## src/rtl/core/lwbc_pkg.sv

```systemverilog
`timescale 1ns / 1ps
`default_nettype none

package lwbc_pkg;

  localparam int KEY_W    = 16;
  localparam int HANDLE_W = 32;
  localparam int CMD_W    = 2;

  localparam logic [CMD_W-1:0] CMD_READ = 2'd0;
  localparam logic [CMD_W-1:0] CMD_PUT  = 2'd1;
  localparam logic [CMD_W-1:0] CMD_MARK = 2'd2;

  typedef struct packed {
    logic                valid;
    logic                dirty;
    logic [KEY_W-1:0]    key;
    logic [HANDLE_W-1:0] handle;
  } entry_t;

  typedef struct packed {
    logic cmp;
    logic shift;
    logic mark;
  } cell_ctrl_t;

endpackage

`default_nettype wire

```

## src/rtl/core/lru_write_back_block_cache_core.sv

```systemverilog
// Fully associative LRU block cache with write-back reporting.
// Input channel (in_valid/in_ready) carries a command, a block key and a
// data handle; the result channel (out_valid/out_ready) returns one
// transaction per command: hit, read handle and the write-back of a dirty
// evicted entry.
// Entries sit in a chain of cells ordered by recency, most recent in cell 0.
// A read hit or any put pushes the newer cells one step down the chain and writes
// the accessed entry at the head; when full, the last cell falls off.
// The accepting edge registers the key compare in every cell; the shift of the
// chain and the load of the result register follow once the output register
// is free. A new command is accepted only after that update has been done.
// A finished result waits in the output register while out_ready is low;
// the next command is accepted meanwhile, and its update holds until the
// output register frees up.
// Reset (synchronous, rst_n low) empties the cache and drops any pending
// transaction; the block is ready in the first cycle after reset.
`timescale 1ns / 1ps
`default_nettype none

module lru_write_back_block_cache_core #(
  parameter int CAPACITY = 32
) (
  input  wire logic                              clk,
  input  wire logic                              rst_n,
  input  wire logic                              in_valid,
  output logic                                   in_ready,
  input  wire logic [lwbc_pkg::CMD_W-1:0]        in_command,
  input  wire logic [lwbc_pkg::KEY_W-1:0]        in_block_key,
  input  wire logic [lwbc_pkg::HANDLE_W-1:0]     in_data_handle,
  output logic                                   out_valid,
  input  wire logic                              out_ready,
  output logic                                   out_hit,
  output logic [lwbc_pkg::HANDLE_W-1:0]          out_read_handle,
  output logic                                   out_writeback_valid,
  output logic [lwbc_pkg::KEY_W-1:0]             out_writeback_key,
  output logic [lwbc_pkg::HANDLE_W-1:0]          out_writeback_handle
);
  import lwbc_pkg::*;

  localparam int IDXW  = $clog2(CAPACITY);
  localparam int FILLW = $clog2(CAPACITY + 1);

  logic                busy_r;
  logic [CMD_W-1:0]    cmd_r;
  logic [KEY_W-1:0]    key_r;
  logic [HANDLE_W-1:0] handle_r;
  logic [FILLW-1:0]    fill_r;

  logic                out_valid_r;
  logic                hit_r;
  logic [HANDLE_W-1:0] rd_r;
  logic                wbv_r;
  logic [KEY_W-1:0]    wbk_r;
  logic [HANDLE_W-1:0] wbh_r;

  logic                accept;
  logic                exec;
  logic                full;
  logic                any_hit;
  logic [IDXW-1:0]     hit_idx;
  entry_t              hit_ent;
  logic [IDXW-1:0]     pos;
  logic                put_miss;
  logic                evict_dirty;
  cell_ctrl_t          ctrl;
  entry_t              link [CAPACITY+1];
  logic [CAPACITY-1:0] match;

  assign in_ready = !busy_r;
  assign accept   = in_valid && in_ready;
  assign exec     = busy_r && (!out_valid_r || out_ready);
  assign full     = (fill_r == FILLW'(CAPACITY));

  always_comb begin
    hit_idx = '0;
    hit_ent = '0;
    for (int i = 0; i < CAPACITY; i++) begin
      if (match[i]) begin
        hit_idx = hit_idx | IDXW'(i);
        hit_ent = hit_ent | link[i+1];
      end
    end
  end

  assign any_hit     = |match;
  assign put_miss    = (cmd_r == CMD_PUT) && !any_hit;
  assign evict_dirty = put_miss && full && link[CAPACITY].valid && link[CAPACITY].dirty;
  assign pos         = any_hit ? hit_idx :
                       (full ? IDXW'(CAPACITY - 1) : fill_r[IDXW-1:0]);

  assign link[0].valid  = 1'b1;
  assign link[0].dirty  = put_miss ? 1'b0 : hit_ent.dirty;
  assign link[0].key    = key_r;
  assign link[0].handle = (cmd_r == CMD_PUT) ? handle_r : hit_ent.handle;

  assign ctrl.cmp   = accept;
  assign ctrl.shift = exec && (((cmd_r == CMD_READ) && any_hit) || (cmd_r == CMD_PUT));
  assign ctrl.mark  = exec && (cmd_r == CMD_MARK);

  for (genvar g = 0; g < CAPACITY; g++) begin : g_cell
    lwbc_cell #(
      .IDX  (g),
      .IDXW (IDXW)
    ) u_cell (
      .clk     (clk),
      .rst_n   (rst_n),
      .ctrl    (ctrl),
      .cmp_key (in_block_key),
      .pos     (pos),
      .link_in (link[g]),
      .entry_o (link[g+1]),
      .match_o (match[g])
    );
  end

  always_ff @(posedge clk) begin
    if (!rst_n) begin
      busy_r      <= 1'b0;
      fill_r      <= '0;
      out_valid_r <= 1'b0;
    end else begin
      if (accept) begin
        busy_r <= 1'b1;
      end else if (exec) begin
        busy_r <= 1'b0;
      end
      if (exec && put_miss && !full) begin
        fill_r <= fill_r + FILLW'(1);
      end
      if (exec) begin
        out_valid_r <= 1'b1;
      end else if (out_ready) begin
        out_valid_r <= 1'b0;
      end
    end
  end

  always_ff @(posedge clk) begin
    if (accept) begin
      cmd_r    <= in_command;
      key_r    <= in_block_key;
      handle_r <= in_data_handle;
    end
    if (exec) begin
      hit_r <= any_hit && (cmd_r == CMD_READ || cmd_r == CMD_PUT || cmd_r == CMD_MARK);
      rd_r  <= ((cmd_r == CMD_READ) && any_hit) ? hit_ent.handle : '0;
      wbv_r <= evict_dirty;
      wbk_r <= evict_dirty ? link[CAPACITY].key : '0;
      wbh_r <= evict_dirty ? link[CAPACITY].handle : '0;
    end
  end

  assign out_valid            = out_valid_r;
  assign out_hit              = hit_r;
  assign out_read_handle      = rd_r;
  assign out_writeback_valid  = wbv_r;
  assign out_writeback_key    = wbk_r;
  assign out_writeback_handle = wbh_r;

endmodule

`default_nettype wire

```

## src/rtl/core/lwbc_cell.sv

```systemverilog
`timescale 1ns / 1ps
`default_nettype none

module lwbc_cell #(
  parameter int IDX  = 0,
  parameter int IDXW = 5
) (
  input  wire logic                              clk,
  input  wire logic                              rst_n,
  input  wire lwbc_pkg::cell_ctrl_t              ctrl,
  input  wire logic [lwbc_pkg::KEY_W-1:0]        cmp_key,
  input  wire logic [IDXW-1:0]                   pos,
  input  wire lwbc_pkg::entry_t                  link_in,
  output lwbc_pkg::entry_t                       entry_o,
  output logic                                   match_o
);
  import lwbc_pkg::*;

  logic                valid_r;
  logic                dirty_r;
  logic [KEY_W-1:0]    key_r;
  logic [HANDLE_W-1:0] handle_r;
  logic                match_r;
  logic                take;

  assign take = ctrl.shift && (IDXW'(IDX) <= pos);

  always_ff @(posedge clk) begin
    if (!rst_n) begin
      valid_r <= 1'b0;
      dirty_r <= 1'b0;
      match_r <= 1'b0;
    end else begin
      if (ctrl.cmp) begin
        match_r <= valid_r && (key_r == cmp_key);
      end
      if (take) begin
        valid_r <= link_in.valid;
        dirty_r <= link_in.dirty;
      end else if (ctrl.mark && match_r) begin
        dirty_r <= 1'b1;
      end
    end
  end

  always_ff @(posedge clk) begin
    if (take) begin
      key_r    <= link_in.key;
      handle_r <= link_in.handle;
    end
  end

  assign entry_o.valid  = valid_r;
  assign entry_o.dirty  = dirty_r;
  assign entry_o.key    = key_r;
  assign entry_o.handle = handle_r;
  assign match_o        = match_r;

endmodule

`default_nettype wire

```

## config.mk

```make
export PLATFORM = sky130hd
export DESIGN_NAME = lru_write_back_block_cache_core
export DESIGN_NICKNAME = d
export VERILOG_FILES = /design/src/rtl/core/lwbc_pkg.sv /design/src/rtl/core/lru_write_back_block_cache_core.sv /design/src/rtl/core/lwbc_cell.sv
export SDC_FILE = /design/constraint.sdc
export NUM_CORES = 2
export LEC_CHECK = 0
export ABC_CLOCK_PERIOD_IN_PS = 11400
export BUFFER_PORTS_ARGS = -buffer_cell sky130_fd_sc_hd__buf_4
export CELL_PAD_IN_SITES_DETAIL_PLACEMENT = 0
export CELL_PAD_IN_SITES_GLOBAL_PLACEMENT = 1
export CORE_ASPECT_RATIO = 0.75
export CORE_UTILIZATION = 30
export CTS_CLUSTER_DIAMETER = 80
export DETAILED_ROUTE_END_ITERATION = 7
export PLACE_DENSITY = 0.5
export SLEW_MARGIN = 20
export SYNTH_ARGS = -nofsm -noshare
export SYNTH_HDL_FRONTEND = slang
export SYNTH_SLANG_ARGS = --single-unit
```

## constraint.sdc

```tcl
create_clock -name clk -period 11.4 [get_ports clk]
set_clock_uncertainty 0.05 [all_clocks]
set_input_delay 3.42 -clock clk [delete_from_list [all_inputs] [get_ports clk]]
set_output_delay 3.42 -clock clk [all_outputs]
set_load 0.01 [all_outputs]
```

-- Yosys cells after proc, flatten, opt, wreduce, memory -nomap -nowiden
Index checks and enable logic that the tools add are counted.
- register bits: 1772
- input port bits: 54
- output and inout bits: 84
- logic and storage cells: 823
- $add $sub $neg: 1
- order comparisons: 32
- equal/unequal tests: 103
- mux-type cells: 367
- bitwise operators: 31
- reduce and logical (&&, ||, !) cells: 118
- operators with widths (kind ; count):
    $mux W49 ; 32
    $or A49 B49 Y49 ; 31
    $eq A16 B16 Y1 ; 32
    $mux W1 ; 300
    $logic_and A1 B1 Y1 ; 108
    $ne A3 B1 Y1 const B ; 34
    $mux W5 ; 18
    $le A5 B5 Y1 const A ; 16
    $ne A2 B1 Y1 const B ; 34
    $le A4 B5 Y1 const A ; 8
    $mux W32 ; 1
    $mux W4 ; 8
    $reduce_or A32 Y1 ; 1
    $le A3 B5 Y1 const A ; 4
    $mux W3 ; 4
    $mux W6 ; 2
    $le A1 B5 Y1 const A ; 2
    $le A2 B5 Y1 const A ; 2
    $add A6 B1 Y6 const B ; 1
    $eq A6 B6 Y1 const B ; 1
    $logic_not A1 Y1 ; 4
    $logic_or A1 B1 Y1 ; 4
    $mux W2 ; 2
    $eq A2 B1 Y1 const B ; 1
    2 further kinds ; 2

-- Logic depth before layout (Yosys ltp)
- depth after elaboration: 66
- depth in mapped cells: 11
- gate-level depth less buffers: 10

-- Modules after synthesis
A second synthesis with hierarchy kept.
- cell total of the unflattened synthesis: 3932
- area total of the unflattened synthesis: 67270.8 um^2
- by module, submodules not included (module ; times used ; cells an instance ; area each (um^2) ; sequential area each (um^2)):
    lru_write_back_block_cache_core ; 1 ; 1214 ; 11063.1 ; 4124.0
    lwbc_cell (g_cell[23].u_cell ...) ; 4 ; 85 ; 1755.4 ; 1501.4
    lwbc_cell (g_cell[14].u_cell ...) ; 3 ; 85 ; 1756.7 ; 1501.4
    lwbc_cell (g_cell[18].u_cell ...) ; 3 ; 85 ; 1752.9 ; 1501.4
    lwbc_cell (g_cell[3].u_cell ...) ; 2 ; 85 ; 1762.9 ; 1501.4
    lwbc_cell (g_cell[13].u_cell ...) ; 2 ; 85 ; 1760.4 ; 1501.4
    lwbc_cell (g_cell[15].u_cell ...) ; 2 ; 85 ; 1759.2 ; 1501.4
    lwbc_cell (g_cell[10].u_cell ...) ; 2 ; 85 ; 1757.9 ; 1501.4
    lwbc_cell (g_cell[20].u_cell ...) ; 2 ; 84 ; 1752.9 ; 1501.4
    lwbc_cell (g_cell[24].u_cell ...) ; 2 ; 84 ; 1750.4 ; 1501.4
    lwbc_cell (g_cell[1].u_cell) ; 1 ; 85 ; 1773.0 ; 1501.4
    lwbc_cell (g_cell[11].u_cell) ; 1 ; 87 ; 1766.7 ; 1501.4
    lwbc_cell (g_cell[17].u_cell) ; 1 ; 85 ; 1761.7 ; 1501.4
    lwbc_cell (g_cell[21].u_cell) ; 1 ; 86 ; 1761.7 ; 1501.4
    6 more rows ; -- ; -- ; -- ; --

-- Worst setup path before layout
OpenSTA, ideal clock, no wires.
- kind: input port to flip-flop
- start: input out_ready
- end: register g_cell[6].u_cell.dirty_r
- setup time: 0.308 ns
- arrival: 8.242 ns
- data required time: 11.042 ns
- setup slack: 2.800 ns
- cell stages on the path: 8
- buffers on the path: 0
- path through: nand2b_1 > nand2_1 > nor2_1 > o21ai_4 > inv_2 > nand2_1 > o31ai_1 > mux2i_1
- cells in the longest elaborated chain, start to end: 6
- elaborated cells between the ends (all ways): 9
- RTL lines (what ; RTL line ; text):
    start, declared ; lru_write_back_block_cache_core.sv:31 ; input wire logic out_ready,
    $logic_or A1 B1 Y1 (*) ; lru_write_back_block_cache_core.sv:71 ; assign exec = busy_r && (!out_valid_r || out_ready);
    $logic_and A1 B1 Y1 (*) ; lru_write_back_block_cache_core.sv:71 ;
    $logic_and A1 B1 Y1 (*) ; lru_write_back_block_cache_core.sv:97 ; assign ctrl.shift = exec && (((cmd_r == CMD_READ) && any_hit) || (cmd_r == CMD_PUT));
    $logic_and A1 B1 Y1 (*) ; lwbc_cell.sv:26 ; assign take = ctrl.shift && (IDXW'(IDX) <= pos);
    via g_cell[6].u_cell.take ; lwbc_cell.sv:24 ; logic take;
    $mux W1 ; lwbc_cell.sv:37 ; if (take) begin
    $mux W1 ; lwbc_cell.sv:29 ; if (!rst_n) begin
    end signal, assigned ; lwbc_cell.sv:39 ; dirty_r <= link_in.dirty;
    end, declared ; lwbc_cell.sv:20 ; logic dirty_r;
The timed path passes the listed nets; every way through them passes the cells marked *. The select of a mux whose other input is x is not followed.
A chain may end at the register's enable or synchronous reset.

-- Worst setup path in the final report
- start: input out_ready
- end: register g_cell[6].u_cell.handle_r[23], enable pin
- cells in the longest elaborated chain, start to end: 4
- RTL lines (what ; RTL line ; text):
    $logic_or A1 B1 Y1 ; lru_write_back_block_cache_core.sv:71 ;
    $logic_and A1 B1 Y1 ; lru_write_back_block_cache_core.sv:71 ;
    $logic_and A1 B1 Y1 ; lru_write_back_block_cache_core.sv:97 ;
    $logic_and A1 B1 Y1 ; lwbc_cell.sv:26 ;
    via g_cell[6].u_cell.take ; lwbc_cell.sv:24 ;
    end signal, assigned ; lwbc_cell.sv:49 ; handle_r <= link_in.handle;
    end, declared ; lwbc_cell.sv:22 ; logic [HANDLE_W-1:0] handle_r;
The timed path passes the listed nets, and every way through them passes these cells.

==> flow_metrics.env <==
export IMPL_status="finished clean"
export IMPL_async_reset_ff_frac=0
export IMPL_ant_nets=0
export IMPL_post_cts_resized_instances=0
export IMPL_period_minus_slack_ns=7.44
export IMPL_place_detailed_hpwl_um=141000
export IMPL_cp_start_kind="input port"
export IMPL_grt_max_degree=51
export IMPL_number_of_placed_i_o_pins=138
export IMPL_leakage_power_uw=0.0251
export IMPL_final_setup_viol_count=0
export IMPL_placementRows=150
export IMPL_setup_tns_final_ns=0
export IMPL_final_layout_size_suffix_gt1_frac=0.149
export IMPL_synth_flop_cell="sky130_fd_sc_hd__edfxtp_1"
export IMPL_comb_power_share=0.019
export IMPL_final_setup_worst_slack_ns=3.96
export IMPL_cts_max_level=4
export IMPL_flip_flop_and_latch_count_after_synthesis=1772
export IMPL_power_share_switching=0.209
export IMPL_starting_density_of_the_core=0.302
export IMPL_number_of_nets_produced_by_synthesis=3995
export IMPL_vdd_drop_max_uv=108
export IMPL_via_count=39057
export IMPL_grt_antenna_before_repair=6
export IMPL_area_delta_synth_final_pct=16.1
export IMPL_netlist_top_cells_area="sky130_fd_sc_hd__edfxtp_1 (74%), sky130_fd_sc_hd__xor2_1 (6.3%), sky130_fd_sc_hd__a22oi_1 (4.4%), sky130_fd_sc_hd__dfxtp_1 (3.1%), sky130_fd_sc_hd__nor4_1 (1.3%)"
export IMPL_first_pass_grt_wire_length_um=325000
export IMPL_drt_iter0_drc=5252
export IMPL_synthesis_area_um2=67300
export IMPL_syn_mean_instance_area_um2=17.1
export IMPL_hold_path_class="reg -> reg"
export IMPL_max_clock_freq_mhz=134
export IMPL_design_core_area_um2=223000
export IMPL_synth_enable_flop_cells=1668
export IMPL_sort_of_element_at_the_end_of_the_critical_path="flip-flop"
export IMPL_count_of_unresolved_drc_violations_after_routing=0
export IMPL_power_density_nw_per_um2=171
export IMPL_cts_root_buffer="sky130_fd_sc_hd__clkbuf_16"
export IMPL_cts_hold_repair_buffers=0
export IMPL_die_x_um=549
export IMPL_clkTransAtPathRegs_ns=0.07
export IMPL_yosysSeqAreaShare=0.775
export IMPL_synthesis_yosys_warnings=0
export IMPL_gr_total_overflow=0
export IMPL_worst_skew_pair_late_latency_ns=0.85
export IMPL_syn_inst=3939
export IMPL_cts_tree="yes"
export IMPL_number_of_global_route_vias_before_repair=38450
export IMPL_vias_per_cell=5.39
export IMPL_p_sw_uw=2800
export IMPL_clock_power_share=0.455
export IMPL_relSlewSlack=0.104
export IMPL_tightest_slew_ns=1.33
export IMPL_post_route_period_util=0.652
export IMPL_number_of_buffers_inserted_during_clock_tree_synthesis=186
export IMPL_crit_type="in -> reg"
export IMPL_final_nets=4190
export IMPL_routed_wl_um=239000
export IMPL_placer_s_final_routability_congestion_estimate=0.818
export IMPL_wl_per_cell_um=33.1
export IMPL_worst_path_max_fanout=36
export IMPL_timing_final_hold_violations=0
export IMPL_rsz0062_at_grt="false"
export IMPL_synth_top_cell_area_share=0.744
export IMPL_die_area_um2=226000
export IMPL_critPathArrivalTime_ns=7.81
export IMPL_die_h_um=412
export IMPL_buffer_ports_inserted=137
export IMPL_max_cap_violations=0
export IMPL_cp_data_required_time_ns=11.78
export IMPL_cell_internal_pwr_uw=10600
export IMPL_detailedPlace_worstSlack_ns=3.04
export IMPL_drt_first_pass_iters=6
export IMPL_post_synth_top_area_cell="sky130_fd_sc_hd__edfxtp_1"
export IMPL_slew_violations=0
export IMPL_cts_repair_timing_setup_buffer_count=0
export IMPL_seqPwrFrac=0.527
export IMPL_post_synth_num_cell_types=74
export IMPL_groute_usage_overall=0.208
export IMPL_clockBufferDepth=4
export IMPL_sinks_on_the_clock_net=1772
-- Yosys cell counts, types with 5 or more instances --
cell,instances
sky130_fd_sc_hd__mux2i_1,29
sky130_fd_sc_hd__a22oi_1,392
sky130_fd_sc_hd__or4_1,33
sky130_fd_sc_hd__a211oi_1,21
sky130_fd_sc_hd__o311a_1,6
sky130_fd_sc_hd__a21oi_1,33
sky130_fd_sc_hd__nor2_1,47
sky130_fd_sc_hd__nor4_1,135
sky130_fd_sc_hd__buf_1,71
sky130_fd_sc_hd__xnor2_1,34
sky130_fd_sc_hd__mux2_2,34
sky130_fd_sc_hd__inv_1,19
sky130_fd_sc_hd__and2_1,54
sky130_fd_sc_hd__a22o_1,68
sky130_fd_sc_hd__nand2_1,84
sky130_fd_sc_hd__clkbuf_1,139
sky130_fd_sc_hd__nand3_1,146
sky130_fd_sc_hd__nand2b_1,5
sky130_fd_sc_hd__dfxtp_1,104
sky130_fd_sc_hd__o21ai_0,40
sky130_fd_sc_hd__buf_2,13
sky130_fd_sc_hd__nor3_1,18
sky130_fd_sc_hd__xor2_1,483
sky130_fd_sc_hd__a221oi_1,69
sky130_fd_sc_hd__o21ai_1,5
sky130_fd_sc_hd__a21o_1,6
sky130_fd_sc_hd__nand4_1,72
sky130_fd_sc_hd__nor4_4,5
sky130_fd_sc_hd__edfxtp_1,1668
sky130_fd_sc_hd__nor2b_1,34
-- cell type report --
cell class / count / area, um2
Tap cell: 2964 / 3710
Antenna cell: 1 / 2.50
Timing Repair Buffer: 238 / 1850
Multi-Input combinational cell: 1913 / 14300
Sequential cell: 1772 / 52200
Clock buffer: 235 / 5040
Inverter: 23 / 105
Fill cell: 21246 / 145000
Clock inverter: 96 / 910
-- metrics by stage --
step / hold WS, ns / cell area, um2 / std cells / util / power, uW
final: 0.366 / 78200 / 7242 / 0.351 / 13400
after global routing: 0.376 / 78200 / 7241 / 0.351 / 13800
after CTS: 0.367 / 78200 / 7241 / 0.351 / 13500
after detailed placement: 0.355 / 72200 / 6910 / 0.324 / 7460
after global placement: 0.352 / 72100 / 6907 / 0.323 / 7460
after floorplan: 0.350 / 67300 / 3939 / - / 7340
-- path summary, 6_finish.rpt --
check                           slack, ns                            end                          start  cells after the start
worst max-delay path                 3.96  g_cell[6].u_cell.handle_r[23]                      out_ready                     10
worst min-delay path                 0.37  g_cell[31].u_cell.handle_r[2]  g_cell[30].u_cell.handle_r[2]                      0
worst max register to register       5.48  g_cell[6].u_cell.handle_r[23]      g_cell[24].u_cell.match_o                     11
worst min register to register       0.37  g_cell[31].u_cell.handle_r[2]  g_cell[30].u_cell.handle_r[2]                      0
-- power by group through the flow --
stage	Sequential [uW]	Clock, uW	Combinational (uW)
final	7060	6090	250
after global routing	7060	6450	272
after CTS	7060	6200	257
after detailed placement	7200	0	256
after global placement	7200	0	256
after floorplan	7200	0	139
-- state kept, by name, indices dropped and copies added, names as in the netlist --
name	cells
busy_r	1
cmd_r	2
fill_r	6
g_cell.u_cell.dirty_r	32
g_cell.u_cell.handle_r	1024
g_cell.u_cell.key_r	512
g_cell.u_cell.match_o	32
g_cell.u_cell.valid_r	32
handle_r	32
key_r	16
out_hit	1
out_read_handle	32
out_valid	1
out_writeback_handle	32
out_writeback_key	16
out_writeback_valid	1
-- critical path: stages --
cell	delay (ns)
sky130_fd_sc_hd__buf_4	0.08
sky130_fd_sc_hd__nand2b_1	0.12
sky130_fd_sc_hd__nand2_1	0.28
sky130_fd_sc_hd__nor2_1	0.33
sky130_fd_sc_hd__o21ai_4	0.29
sky130_fd_sc_hd__inv_4	0.54
sky130_fd_sc_hd__buf_4	0.56
sky130_fd_sc_hd__nand2_1	0.26
sky130_fd_sc_hd__o31ai_4	0.94
sky130_fd_sc_hd__buf_4	0.87
-- routing by layer --
layer  global-route usage  wire length (um)  vias to the layer above  part of all wire
li1                     -                 -                    15970                 -
met1                0.301            107000                    20414              0.45
met2                0.305            102000                     2296              0.42
met3               0.0609             25300                      375              0.11
met4               0.0504              5690                        2             0.024
met5                    0                14                        -          0.000058
-- cells in the final DEF (no fill, tap or decap), drive strengths merged, types with 6 or more instances in the layout --
master and n:
o311a 6, a22o 68, nor2 49, or4 34, nand2 85, nor2b 34, and2 54, nand4 72
a22oi 392, inv 18, nand3 147, a21oi 37, bufinv 15, a211oi 23, a21o 6, xnor2 34
xor2 483, mux2 36, dfxtp 104, edfxtp 1668, nor3 20, nor4 140, mux2i 30, clkbuf 235
o21ai 50, buf 238, a221oi 69, clkinv 81
-- logic make-up (layout without fill, tap and decap cells) --
logic type | after synthesis | count (layout) | share of synthesized area
buf+inv | 254 | 592 | 0.0150
mux | 66 | 66 | 0.0107
other cells | 0 | 1 | 0
fa+ha+maj | 2 | 2 | 0.000372
simple gates | 653 | 653 | 0.0551
flops | 1772 | 1772 | 0.775
compound gates | 675 | 675 | 0.0768
xor+xnor | 517 | 517 | 0.0673
Note: power is estimated with default switching activity, not from simulation.
